==> config.mk <==
export PLATFORM = sky130hd
export DESIGN_NAME = tick_process_scheduler_unit
export DESIGN_NICKNAME = d
export VERILOG_FILES = /design/src/design/tps_pkg.sv /design/src/design/tick_process_scheduler_unit.sv
export VERILOG_INCLUDE_DIRS = /design/src /design/src/design
export SDC_FILE = /design/constraint.sdc
export NUM_CORES = 1
export LEC_CHECK = 0
export BUFFER_PORTS_ARGS = -buffer_cell sky130_fd_sc_hd__clkbuf_2
export CAP_MARGIN = 25
export CORE_MARGIN = 3
export CORE_UTILIZATION = 41
export CTS_CLUSTER_SIZE = 25
export DETAILED_ROUTE_END_ITERATION = 6
export PLACE_DENSITY_LB_ADDON = 0.15
export SLEW_MARGIN = 10
export SYNTH_ARGS = -nofsm -noshare
export SYNTH_HDL_FRONTEND = slang
export SYNTH_SLANG_ARGS = --single-unit
==> constraint.sdc <==
create_clock -name clk -period 6.5 [get_ports clk]
set_input_delay 1.3 -clock clk [delete_from_list [all_inputs] [get_ports clk]]
set_output_delay 1.3 -clock clk [all_outputs]
set_load 0.02 [all_outputs]
==> src/design/tick_process_scheduler_unit_defines.svh <==
// Assertion macros for the tick process scheduler
`ifndef TICK_PROCESS_SCHEDULER_UNIT_DEFINES_SVH
`define TICK_PROCESS_SCHEDULER_UNIT_DEFINES_SVH
// implication checked every clock edge, reset masks it
`define TPS_ASSERT_IMP(label, clk, rst_n, a, c, msg) \
	label: assert property (@(posedge clk) disable iff (!rst_n) (a) |-> (c)) else $error(msg);
// next-cycle implication
`define TPS_ASSERT_NXT(label, clk, rst_n, a, c, msg) \
	label: assert property (@(posedge clk) disable iff (!rst_n) (a) |=> (c)) else $error(msg);
`endif

==> src/design/tps_pkg.sv <==
// ----------------------------------------------------------------------------
// tps_pkg
// Shared types and constants of the tick process scheduler.
// ----------------------------------------------------------------------------
package tps_pkg;
	localparam int MAX_PROCS = 16;
	localparam int TIME_BITS = 20;
	localparam int SLOT_BITS = $clog2(MAX_PROCS);
	localparam int CNT_BITS  = SLOT_BITS + 1;
	localparam int TICK_BITS = TIME_BITS + 1;
	localparam logic [TICK_BITS-1:0] TICK_MAX = '1;
	localparam logic [15:0] QUANTUM_RESET = 16'd500;

	localparam logic [1:0] POL_FIFO = 2'd0;
	localparam logic [1:0] POL_RR   = 2'd1;
	localparam logic [1:0] POL_SJF  = 2'd2;
	localparam logic [1:0] POL_PSJF = 2'd3;

	localparam logic [1:0] REG_POLICY = 2'd0;
	localparam logic [1:0] REG_COUNT  = 2'd1;
	localparam logic [1:0] REG_QUANT  = 2'd2;

	typedef enum logic [2:0] {
		ST_IDLE, ST_RETIRE, ST_SCAN, ST_PICK, ST_POP, ST_FINISH
	} state_t;
endpackage

==> src/design/tick_process_scheduler_unit.sv <==
// ----------------------------------------------------------------------------
// tick_process_scheduler_unit
// Single-CPU scheduler: table load and per-tick retire, arrive, pick, advance.
// ----------------------------------------------------------------------------
// Load: no result. Tick: the result strobe follows the retire state, a scan of the n
// active entries through the table memories one entry a cycle, and the pick,
// write-back and result stages; busy until the strobe, so the next transfer is not
// taken before it. A tick that completes the set or finds it complete strobes
// right after its retire state, with no scan.
// The receiver cannot stall; arst_n clears control state, memories hold no reset.
`include "tick_process_scheduler_unit_defines.svh"
module tick_process_scheduler_unit (
	input  logic        clk,
	input  logic        arst_n,
	input  logic        start,
	output logic        busy,
	input  logic        operation,
	input  logic [3:0]  slot,
	input  logic [19:0] arrival_time,
	input  logic [19:0] run_time,
	input  logic        cfg_we,
	input  logic [1:0]  cfg_index,
	input  logic [15:0] cfg_data,
	output logic        done,
	output logic        running_valid,
	output logic [3:0]  running_slot,
	output logic        switched,
	output logic        finished_valid,
	output logic [3:0]  finished_slot,
	output logic        all_done,
	output logic [20:0] time_now
);
	localparam int SB = tps_pkg::SLOT_BITS;
	localparam int CB = tps_pkg::CNT_BITS;
	localparam int TB = tps_pkg::TIME_BITS;
	localparam int KB = tps_pkg::TICK_BITS;

	logic [TB-1:0] arr_mem [tps_pkg::MAX_PROCS];
	logic [TB-1:0] rem_mem [tps_pkg::MAX_PROCS];
	logic [SB-1:0] ring_mem [tps_pkg::MAX_PROCS];

	logic [1:0]  policy_q;
	logic [CB-1:0] pcount_q;
	logic [15:0] quantum_q;
	logic [tps_pkg::MAX_PROCS-1:0] arrived_q;
	logic [SB-1:0] head_q;
	logic [CB-1:0] rcount_q;
	logic        cur_v_q;
	logic [SB-1:0] cur_q;
	logic [KB-1:0] tick_q, lsw_q;
	logic [CB-1:0] fin_cnt_q;
	tps_pkg::state_t state_q, state_d;
	logic [CB-1:0] idx_q;
	logic          rd_v_s1;
	logic [SB-1:0] rd_idx_s1;
	logic [TB-1:0] arr_rd_s1, rem_rd_s1;
	logic [SB-1:0] ring_rd_q;
	logic          best_v_q;
	logic [SB-1:0] best_q;
	logic [TB-1:0] best_rem_q;
	logic          fifo_v_q;
	logic [SB-1:0] fifo_q;
	logic          fv_q;
	logic [SB-1:0] fs_q;

	// memory port
	logic          mem_we;
	logic [SB-1:0] mem_wa, mem_ra;
	logic [TB-1:0] arr_wd, rem_wd;
	logic          ring_we;
	logic [SB-1:0] ring_wa;
	logic [SB-1:0] ring_wd;

	// next runner slot by policy; for rr the popped ring head
	logic          nx_v;
	logic [SB-1:0] nx;

	logic [CB-1:0] n_act;
	always_comb begin
		if (pcount_q == '0) n_act = CB'(1);
		else if (32'(pcount_q) > tps_pkg::MAX_PROCS) n_act = CB'(tps_pkg::MAX_PROCS);
		else n_act = pcount_q;
	end

	assign busy = (state_q != tps_pkg::ST_IDLE);
	wire accept = start && !busy;

	always_ff @(posedge clk or negedge arst_n) begin
		if (!arst_n) begin
			policy_q  <= tps_pkg::POL_FIFO;
			pcount_q  <= CB'(1);
			quantum_q <= tps_pkg::QUANTUM_RESET;
		end else if (cfg_we) begin
			case (cfg_index)
				tps_pkg::REG_POLICY: policy_q  <= cfg_data[1:0];
				tps_pkg::REG_COUNT:  pcount_q  <= cfg_data[CB-1:0];
				tps_pkg::REG_QUANT:  quantum_q <= cfg_data;
				default: ;
			endcase
		end
	end

	always_ff @(posedge clk) begin
		if (mem_we) begin
			arr_mem[mem_wa] <= arr_wd;
			rem_mem[mem_wa] <= rem_wd;
		end
		arr_rd_s1 <= arr_mem[mem_ra];
		rem_rd_s1 <= rem_mem[mem_ra];
		if (ring_we) ring_mem[ring_wa] <= ring_wd;
		ring_rd_q <= ring_mem[head_q];
	end

	wire ready_s1 = arrived_q[rd_idx_s1] || (arr_rd_s1 == tick_q[TB-1:0] && !tick_q[KB-1]);
	wire rr_pre = !cur_v_q || ((tick_q - lsw_q) >= KB'(quantum_q));
	wire full_done = fin_cnt_q >= n_act;
	wire retire_hit = cur_v_q && rem_rd_s1 == '0;
	wire last_fin = retire_hit && (fin_cnt_q + CB'(1) >= n_act);

	always_comb begin
		state_d = state_q;
		mem_we = 1'b0; mem_wa = cur_q; arr_wd = arrival_time; rem_wd = run_time;
		mem_ra = idx_q[SB-1:0];
		ring_we = 1'b0; ring_wa = head_q + rcount_q[SB-1:0]; ring_wd = rd_idx_s1;
		case (state_q)
			tps_pkg::ST_IDLE: begin
				mem_ra = cur_q;
				if (accept && !operation) begin
					mem_we = 1'b1; mem_wa = slot;
				end else if (accept) state_d = tps_pkg::ST_RETIRE;
			end
			tps_pkg::ST_RETIRE: begin
				if (full_done || last_fin) state_d = tps_pkg::ST_IDLE;
				else state_d = tps_pkg::ST_SCAN;
			end
			tps_pkg::ST_SCAN: begin
				if (rd_v_s1 && arr_rd_s1 == tick_q[TB-1:0] && !tick_q[KB-1]
				    && rcount_q < CB'(tps_pkg::MAX_PROCS)) ring_we = 1'b1;
				if (!rd_v_s1 && idx_q >= n_act) state_d = tps_pkg::ST_PICK;
			end
			tps_pkg::ST_PICK: begin
				state_d = tps_pkg::ST_POP;
				// fetch the new runner's entry for the write-back
				mem_ra = nx;
				if (policy_q == tps_pkg::POL_RR && rr_pre && rcount_q != '0 && cur_v_q) begin
					ring_we = 1'b1; ring_wa = head_q + rcount_q[SB-1:0]; ring_wd = cur_q;
				end
			end
			tps_pkg::ST_POP: begin
				state_d = tps_pkg::ST_FINISH;
				mem_we = cur_v_q && rem_rd_s1 != '0;
				mem_wa = cur_q;
				arr_wd = arr_rd_s1;
				rem_wd = rem_rd_s1 - TB'(1);
			end
			tps_pkg::ST_FINISH: state_d = tps_pkg::ST_IDLE;
			default: state_d = tps_pkg::ST_IDLE;
		endcase
	end

	always_comb begin
		nx_v = cur_v_q; nx = cur_q;
		case (policy_q)
			tps_pkg::POL_FIFO: if (!cur_v_q) begin nx_v = fifo_v_q; nx = fifo_q; end
			tps_pkg::POL_RR: if (rr_pre && rcount_q != '0) begin nx_v = 1'b1; nx = ring_rd_q; end
			tps_pkg::POL_SJF: if (!cur_v_q) begin nx_v = best_v_q; nx = best_q; end
			default: if (best_v_q) begin nx_v = 1'b1; nx = best_q; end
		endcase
	end

	always_ff @(posedge clk or negedge arst_n) begin
		if (!arst_n) begin
			state_q <= tps_pkg::ST_IDLE;
			arrived_q <= '0; head_q <= '0; rcount_q <= '0;
			cur_v_q <= 1'b0; cur_q <= '0; tick_q <= '0; lsw_q <= '0;
			fin_cnt_q <= '0; idx_q <= '0; rd_v_s1 <= 1'b0; rd_idx_s1 <= '0;
			best_v_q <= 1'b0; best_q <= '0; best_rem_q <= '0;
			fifo_v_q <= 1'b0; fifo_q <= '0; fv_q <= 1'b0; fs_q <= '0;
			done <= 1'b0;
			running_valid <= 1'b0; running_slot <= '0; switched <= 1'b0;
			finished_valid <= 1'b0; finished_slot <= '0; all_done <= 1'b0; time_now <= '0;
		end else begin
			state_q <= state_d;
			done <= (state_q == tps_pkg::ST_FINISH) ||
				(state_q == tps_pkg::ST_RETIRE && state_d == tps_pkg::ST_IDLE);
			case (state_q)
				tps_pkg::ST_IDLE: if (state_d == tps_pkg::ST_RETIRE) begin
					idx_q <= '0; rd_v_s1 <= 1'b0;
					best_v_q <= 1'b0; fifo_v_q <= 1'b0; fv_q <= 1'b0; fs_q <= '0;
				end
				tps_pkg::ST_RETIRE: begin
					if (full_done) begin
						{running_valid, switched, finished_valid} <= '0;
						running_slot <= '0; finished_slot <= '0;
						all_done <= 1'b1; time_now <= tick_q;
					end else if (retire_hit) begin
						fv_q <= 1'b1; fs_q <= cur_q; cur_v_q <= 1'b0;
						fin_cnt_q <= fin_cnt_q + CB'(1);
						if (last_fin) begin
							{running_valid, switched} <= '0; running_slot <= '0;
							finished_valid <= 1'b1; finished_slot <= cur_q;
							all_done <= 1'b1; time_now <= tick_q;
						end
					end
				end
				tps_pkg::ST_SCAN: begin
					if (idx_q < n_act) idx_q <= idx_q + CB'(1);
					rd_v_s1 <= idx_q < n_act; rd_idx_s1 <= idx_q[SB-1:0];
					if (rd_v_s1) begin
						if (arr_rd_s1 == tick_q[TB-1:0] && !tick_q[KB-1]) begin
							arrived_q[rd_idx_s1] <= 1'b1;
							if (rcount_q < CB'(tps_pkg::MAX_PROCS)) rcount_q <= rcount_q + CB'(1);
						end
						if (ready_s1 && rem_rd_s1 != '0) begin
							if (!fifo_v_q) begin fifo_v_q <= 1'b1; fifo_q <= rd_idx_s1; end
							if (!best_v_q || rem_rd_s1 < best_rem_q) begin
								best_v_q <= 1'b1; best_q <= rd_idx_s1; best_rem_q <= rem_rd_s1;
							end
						end
					end
				end
				tps_pkg::ST_PICK: begin
					if (policy_q == tps_pkg::POL_RR && rr_pre && rcount_q != '0) begin
						head_q <= head_q + SB'(1);
						if (!cur_v_q) rcount_q <= rcount_q - CB'(1);
					end
					switched <= nx_v && (!cur_v_q || nx != cur_q);
					if (nx_v && (!cur_v_q || nx != cur_q)) lsw_q <= tick_q;
					cur_v_q <= nx_v; cur_q <= nx;
				end
				tps_pkg::ST_FINISH: begin
					running_valid <= cur_v_q; running_slot <= cur_v_q ? cur_q : '0;
					finished_valid <= fv_q; finished_slot <= fs_q;
					all_done <= 1'b0; time_now <= tick_q;
					if (tick_q != tps_pkg::TICK_MAX) tick_q <= tick_q + KB'(1);
				end
				default: ;
			endcase
		end
	end

	`TPS_ASSERT_IMP(a_done_idle, clk, arst_n, done, !busy, "result strobe while busy")
	`TPS_ASSERT_NXT(a_done_pulse, clk, arst_n, done, !done, "result strobe held too long")
	`TPS_ASSERT_NXT(a_tick_busy, clk, arst_n, start && !busy && operation, busy, "tick not taken")
	`TPS_ASSERT_IMP(a_ring_cap, clk, arst_n, 1'b1, rcount_q <= CB'(tps_pkg::MAX_PROCS), "ring over")
	`TPS_ASSERT_IMP(a_idle_slot, clk, arst_n, done && !running_valid, running_slot == '0, "idle slot")
endmodule
---- Yosys cells after proc, flatten, opt, wreduce, memory -nomap -nowiden ----
Memories as Yosys holds them, arrays and structs flattened. A register that Yosys moved wholly into a read port is not among the register bits.
Cells that the tools add are included.
storage, ports and cells
  register bits after elaboration ......... 182
  latch bits .............................. 0
  memory bits (writable) .................. 704
  bits in read-only memories .............. 0
  input bits .............................. 67
  output and inout bits ................... 35
  word-level logic and storage cells ...... 233
  memories ................................ 3
memories
  name      depth  width  rd ports  clocked after Yosys merged registers in  wr ports  RTL line                           text
  arr_mem   16     20     1         1                                        1         tick_process_scheduler_unit.sv:38  logic [TB-1:0] arr_mem [tps_pkg::MAX_PROCS];
  rem_mem   16     20     1         1                                        1         tick_process_scheduler_unit.sv:39  logic [TB-1:0] rem_mem [tps_pkg::MAX_PROCS];
  ring_mem  16     4      1         1                                        1         tick_process_scheduler_unit.sv:40  logic [SB-1:0] ring_mem [tps_pkg::MAX_PROCS];
cells by class
  add/sub/neg operators ................... 9
  multiply operators ...................... 0
  divide/modulo/power cells ............... 0
  order comparisons ....................... 10
  equal/unequal tests ..................... 26
  shift operators ......................... 0
  mux-type cells .......................... 89
  bitwise logic cells ..................... 3
  reductions and logical operators ........ 63
operator list
  kind                                                                   number
  4-bit 2-to-1 mux                                                       18
  21-bit 2-to-1 mux                                                      3
  5-bit 2-to-1 mux                                                       9
  21-bit one-hot mux with 2 select lines                                 1
  20-bit 2-to-1 mux                                                      2
  4-bit one-hot mux with 2 select lines                                  4
  1-bit 2-to-1 mux                                                       30
  2-bit inequality test (second input constant)                          11
  1-bit one-hot mux with 2 select lines                                  11
  21-bit by 1-bit adder with 21-bit output (second input constant)       1
  21-bit by 16-bit greater-or-equal comparator with 1-bit output         1
  21-bit inequality test (second input constant)                         1
  21-bit subtractor                                                      1
  20-bit equality test                                                   1
  20-bit zero test                                                       1
  20-bit less-than comparator                                            1
  5-bit one-hot mux with 2 select lines                                  2
  20-bit nonzero test                                                    1
  20-bit by 1-bit subtractor with 20-bit output (second input constant)  1
  1-bit logical AND                                                      18
  3-bit AND reduction                                                    6
  16-bit bitwise OR                                                      1
  4-bit AND reduction                                                    4
  5-bit by 1-bit adder with 5-bit output (second input constant)         3
  35 further kinds                                                       68

---- Depth between registers and ports, before layout ----
  depth after elaboration ................. 11
  gate-level depth with buffers ........... 24
  mapped depth without buffers ............ 21

---- Least setup slack after synthesis ----
OpenSTA, ideal clock, no wires.
  kind .................................... reg-to-reg
  from .................................... reg tick_q[0]
  to ...................................... reg rem_rd_s1[0], read port of rem_mem
  setup time .............................. 134 ps
  arrival time ............................ 5547 ps
  data required time ...................... 6366 ps
  slack ................................... 819 ps
  cell stages (with the launch flop) ...... 25
  buffers on the path ..................... 3
  clock period less this slack ............ 5681 ps
  cells stage by stage .................... dfrtp_1 > inv_1 > ha_1 > fa_1 > nand2b_1 > a21o_1 > and3_1 > o41ai_1 > xor2_1 > ha_1 > nand4_1 > nor3_1 > a311oi_1 > o211ai_1 > a2111oi_2 > nand4_1 > nor4b_4 > nand2_1 > a31oi_1 > clkbuf_1 > buf_2 > buf_2 > mux2i_1 > o22ai_1 > or4_1
on the way
  cells in the longest elaborated chain, start to end .. 7
ends and longest elaborated chain
  element                                                         RTL line                            text
  start: declaration                                              tick_process_scheduler_unit.sv:50   logic [KB-1:0] tick_q, lsw_q;
  start signal: assignment                                        tick_process_scheduler_unit.sv:235  if (tick_q != tps_pkg::TICK_MAX) tick_q <= tick_q + KB'(1);
  21-bit subtractor                                               tick_process_scheduler_unit.sv:115  wire rr_pre = !cur_v_q || ((tick_q - lsw_q) >= KB'(quantum_q));
  21-bit by 16-bit greater-or-equal comparator with 1-bit output  tick_process_scheduler_unit.sv:115
  1-bit logical OR                                                tick_process_scheduler_unit.sv:115
  1-bit logical AND                                               tick_process_scheduler_unit.sv:165  tps_pkg::POL_RR: if (rr_pre && rcount_q != '0) begin nx_v = 1'b1; nx = ring_rd_q; end
  4-bit 2-to-1 mux                                                tick_process_scheduler_unit.sv:165
  4-bit one-hot mux with 3 select lines                           tick_process_scheduler_unit.sv:163  case (policy_q)
  4-bit one-hot mux with 2 select lines                           tick_process_scheduler_unit.sv:125  case (state_q)
  end: declaration                                                tick_process_scheduler_unit.sv:56   logic [TB-1:0] arr_rd_s1, rem_rd_s1;
No other way between the ends.
A chain may end at the register's enable or synchronous reset.

---- Final worst setup path ----
  from .................................... reg tick_q[0]
  to ...................................... reg arr_rd_s1[5], read port of arr_mem
on the way
  cells in the longest elaborated chain, start to end .. 7
ends and longest elaborated chain
  element                                                         RTL line
  21-bit subtractor                                               tick_process_scheduler_unit.sv:115
  21-bit by 16-bit greater-or-equal comparator with 1-bit output  tick_process_scheduler_unit.sv:115
  1-bit logical OR                                                tick_process_scheduler_unit.sv:115
  1-bit logical AND                                               tick_process_scheduler_unit.sv:165
  4-bit 2-to-1 mux                                                tick_process_scheduler_unit.sv:165
  4-bit one-hot mux with 3 select lines                           tick_process_scheduler_unit.sv:163
  4-bit one-hot mux with 2 select lines                           tick_process_scheduler_unit.sv:125
  end: declaration                                                tick_process_scheduler_unit.sv:56
No other way between the ends.

==> flow_summary.yaml <==
synthesis:
  synth_async_sr_flop_share: 0.1957
  synth_area_sq_um: 39260
  yosysTopAreaCellShare: 0.5385
  synthTopCellsByCount: "704 x edfxtp_1, 330 x mux2i_1, 183 x nand2_1, 175 x dfrtp_1, 160 x o22ai_1"
  ys.flop_type: "edfxtp_1"
  synth_cells: 2639
  ys_types: 77
  ys_seq_area_frac: 0.6772
  synth_edf_count: 704
  yosysTopAreaCell: "edfxtp_1"
  syn_avg_cell_area_sq_um: 14.88
  synth.area.top_cells: "edfxtp_1 54%, dfrtp_1 11%, mux2i_1 8.4%"
  synth_nets: 2791
  yosysMostFrequentCell: "edfxtp_1"
  ys_ff_latch: 930
  synth_warnings: 0
clock_network:
  clock_sinks: 930
  cts_inserted_buffers: 100
  htreeDepth: 3
  cts_buffer_depth: 3
  cts_tree: "yes"
  cts_hold_buffers: 0
  root_buffer: "clkbuf_16"
  clk_pin_slew_ns: 0.06
  clk_latency_ns: 0.67
die:
  ios: 102
  initial_utilization: 0.4169
  fp-row-count: 112
  die_y_um: 315.4
  core_area_sq_um: 94170
  chipWidth_um: 315.4
  dieArea_sq_um: 99500
critical_path:
  cp-startpoint: "tick_q[0]"
  r2r-start: "tick_q[0]"
  critPathLaunchType: "flip-flop"
  r2r_setup_slack_ns: 0.40
  worst_path_max_delay_cell: "or4_1"
  arrival_ns: 6.63
  crit_top_cell: "buf_4"
  r2r.worst_path.cells: 25
  end_kind: "flip-flop"
  cp-endpoint: "arr_rd_s1[5]"
  required_ns: 7.03
  crit_path_max_fanout: 48
  timing.rr.end: "arr_rd_s1[5]"
  critPathMaxStageDelay_ns: 0.53
  crit_type: "flip-flop to flip-flop"
worst_hold_path:
  hold_class: "flip-flop to flip-flop"
timing:
  hold_viol: 0
  tightest_slew_ns: 1.138
  post-route-min-period_ns: 6.095
  report.final.setup_viol: 0
  fin_crit_sh: 0.9377
  fin_skew_ns: 0.02471
  timing.fmax_mhz: 164.1
  slew_headroom: 0.2412
  finalMaxSlewViolations: 0
cells_and_area:
  n_antenna_cell: 0
  finalNetCount: 2971
  fin_util: 0.4796
  fillCellCount: 8183
  areaGrowthSynthToFinish_pct: 15.04
  drive_gt1_frac: 0.1746
  multi_input_area_sq_um: 11910
  regArea_sq_um: 26590
power:
  p_clk_frac: 0.280
  p_int_uw: 13190
  swShare: 0.3330
  vdd.ir_drop.worst_uv: 409.9
  p_per_area_nw_per_um2: 438.0
  pwr-share-comb: 0.331
  power_uw: 19780
  p_switching_uw: 6586
  p_leak_uw: 0.01784
  p_seq_frac: 0.389
global_routing:
  grt_overflow: 0
  gr-usage-all-layers: 0.2002
  grt_max_degree: 69
  grt_pass1_vias: 23150
  antenna_found_initial: 2
  grt_pass1_wl_um: 149100
routing:
  vias: 22900
  avgRoutedWirePerCell_um: 24.03
  drtIter0Drc: 1687
  final_antenna_net_count: 0
  drt_first_pass_iters: 5
  drt_drc_violations_left: 0
  avgViaCountPerCell: 5.510
  drt_wl_total_um: 99900
job:
  maxCapViolCount: 0
status:
  status: "completed"
placed_design:
  io_buffers: 101
  dp_hpwl_um: 58750
  place_congestion: 0.8753
per-stage QoR:
stage / instances / TNS [ns] / setup WS (ns) / instance area, sq um / hold WS, ns
3_3_place_gp: 3954 / 0 / 0.2086 / 41810 / 0.4344
3_5_place_dp: 3965 / 0 / 0.07386 / 41890 / 0.4515
5_1_grt: 4157 / -0.0001061 / -0.0001061 / 45160 / 0.4934
4_1_cts: 4151 / 0 / 0.04432 / 45100 / 0.4640
2_1_floorplan: 2639 / 0 / 0.8188 / 39260 / 0.4233
6_report: 4157 / 0 / 0.4048 / 45160 / 0.4658
kinds of logic (layout without fill, tap and decap cells):
logic type / Yosys count / in the layout / share of synthesized area
mux: 448 / 448 / 0.1253
xor+xnor: 95 / 95 / 0.02120
compound gates: 394 / 394 / 0.06550
fa+ha+maj: 85 / 85 / 0.02767
simple gates: 469 / 469 / 0.05874
buf+inv: 218 / 482 / 0.02445
flops: 930 / 930 / 0.6772
layer usage:
metal / vias up / share of wire / global-route usage
met3: 139 / 0.049 / 0.03035
met1: 11740 / 0.45 / 0.2799
met5: - / 0.00018 / 0
met2: 573 / 0.48 / 0.3303
li1: 10450 / - / -
met4: 4 / 0.022 / 0.04832
critical path: cells and delay by family (launching register included):
| family | cells | cell delay, ns |
|---|---|---|
| mux | 1 | 0.24 |
| flops | 1 | 0.34 |
| xor+xnor | 1 | 0.12 |
| simple gates | 7 | 1.53 |
| fa+ha+maj | 3 | 0.95 |
| compound gates | 8 | 1.83 |
| buf+inv | 5 | 0.87 |
placed cells by master (no fill, tap or decap), types with 24 or more instances in the layout:
| cell type | n |
|---|---|
| edfxtp_1 | 704 |
| mux2i_1 | 330 |
| dfxtp_1 | 44 |
| o22ai_1 | 160 |
| mux4_2 | 25 |
| or4_1 | 44 |
| xnor2_1 | 57 |
| nand2_1 | 183 |
| dfrtp_1 | 174 |
| buf_4 | 78 |
| nor2_1 | 68 |
| ha_1 | 82 |
| clkbuf_1 | 31 |
| clkbuf_2 | 100 |
| xor2_1 | 38 |
| nand3_1 | 24 |
| a21oi_1 | 43 |
| o21ai_0 | 68 |
| clkbuf_16 | 103 |
| inv_1 | 86 |
| mux2_2 | 74 |
area by class of cell:
| type | count | area share |
|---|---|---|
| Sequential cell | 930 | 0.5887 |
| Multi-Input combinational cell | 1491 | 0.2638 |
| Clock buffer | 143 | 0.06239 |
| Tap cell | 1254 | 0.03474 |
| Timing Repair Buffer | 207 | 0.03422 |
| Clock inverter | 43 | 0.008727 |
| Inverter | 89 | 0.007398 |
sequential cells by signal, indices dropped and copies added, names as in the netlist, 5 cells and up:
| register | cells |
|---|---|
| arrived_q | 16 |
| arr_mem | 320 |
| ring_mem | 64 |
| quantum_q | 16 |
| rem_rd_s1 | 20 |
| best_rem_q | 20 |
| tick_q | 21 |
| pcount_q | 5 |
| arr_rd_s1 | 20 |
| rem_mem | 320 |
| idx_q | 5 |
| rcount_q | 5 |
| lsw_q | 21 |
| time_now | 21 |
| fin_cnt_q | 5 |
repair_timing:
action,in CTS,in global routing
gates resized for setup,0,2
setup endpoints to repair,0,40
buffers inserted,0,2
worst min-delay path by stage:
stage                      start            to  slack, ns  depth (start not counted)
floorplan           arrived_q[0]  arrived_q[0]       0.42                          1
global placement    arrived_q[0]  arrived_q[0]       0.43                          1
detailed placement  arrived_q[0]  arrived_q[0]       0.45                          1
CTS                 arrived_q[0]  arrived_q[0]       0.46                          1
global route        arrived_q[8]  arrived_q[8]       0.49                          2
finish              arrived_q[7]  arrived_q[7]       0.47                          1
power groups by stage:
stage	clock, uW	sequential (uW)	combinational, uW
3_3_place_gp	0	7810	6430
5_1_grt	5920	7740	7100
2_1_floorplan	0	7600	4580
3_5_place_dp	0	7810	6540
4_1_cts	5670	7690	6560
6_report	5530	7700	6550
Power figures use the tool's default switching activity.
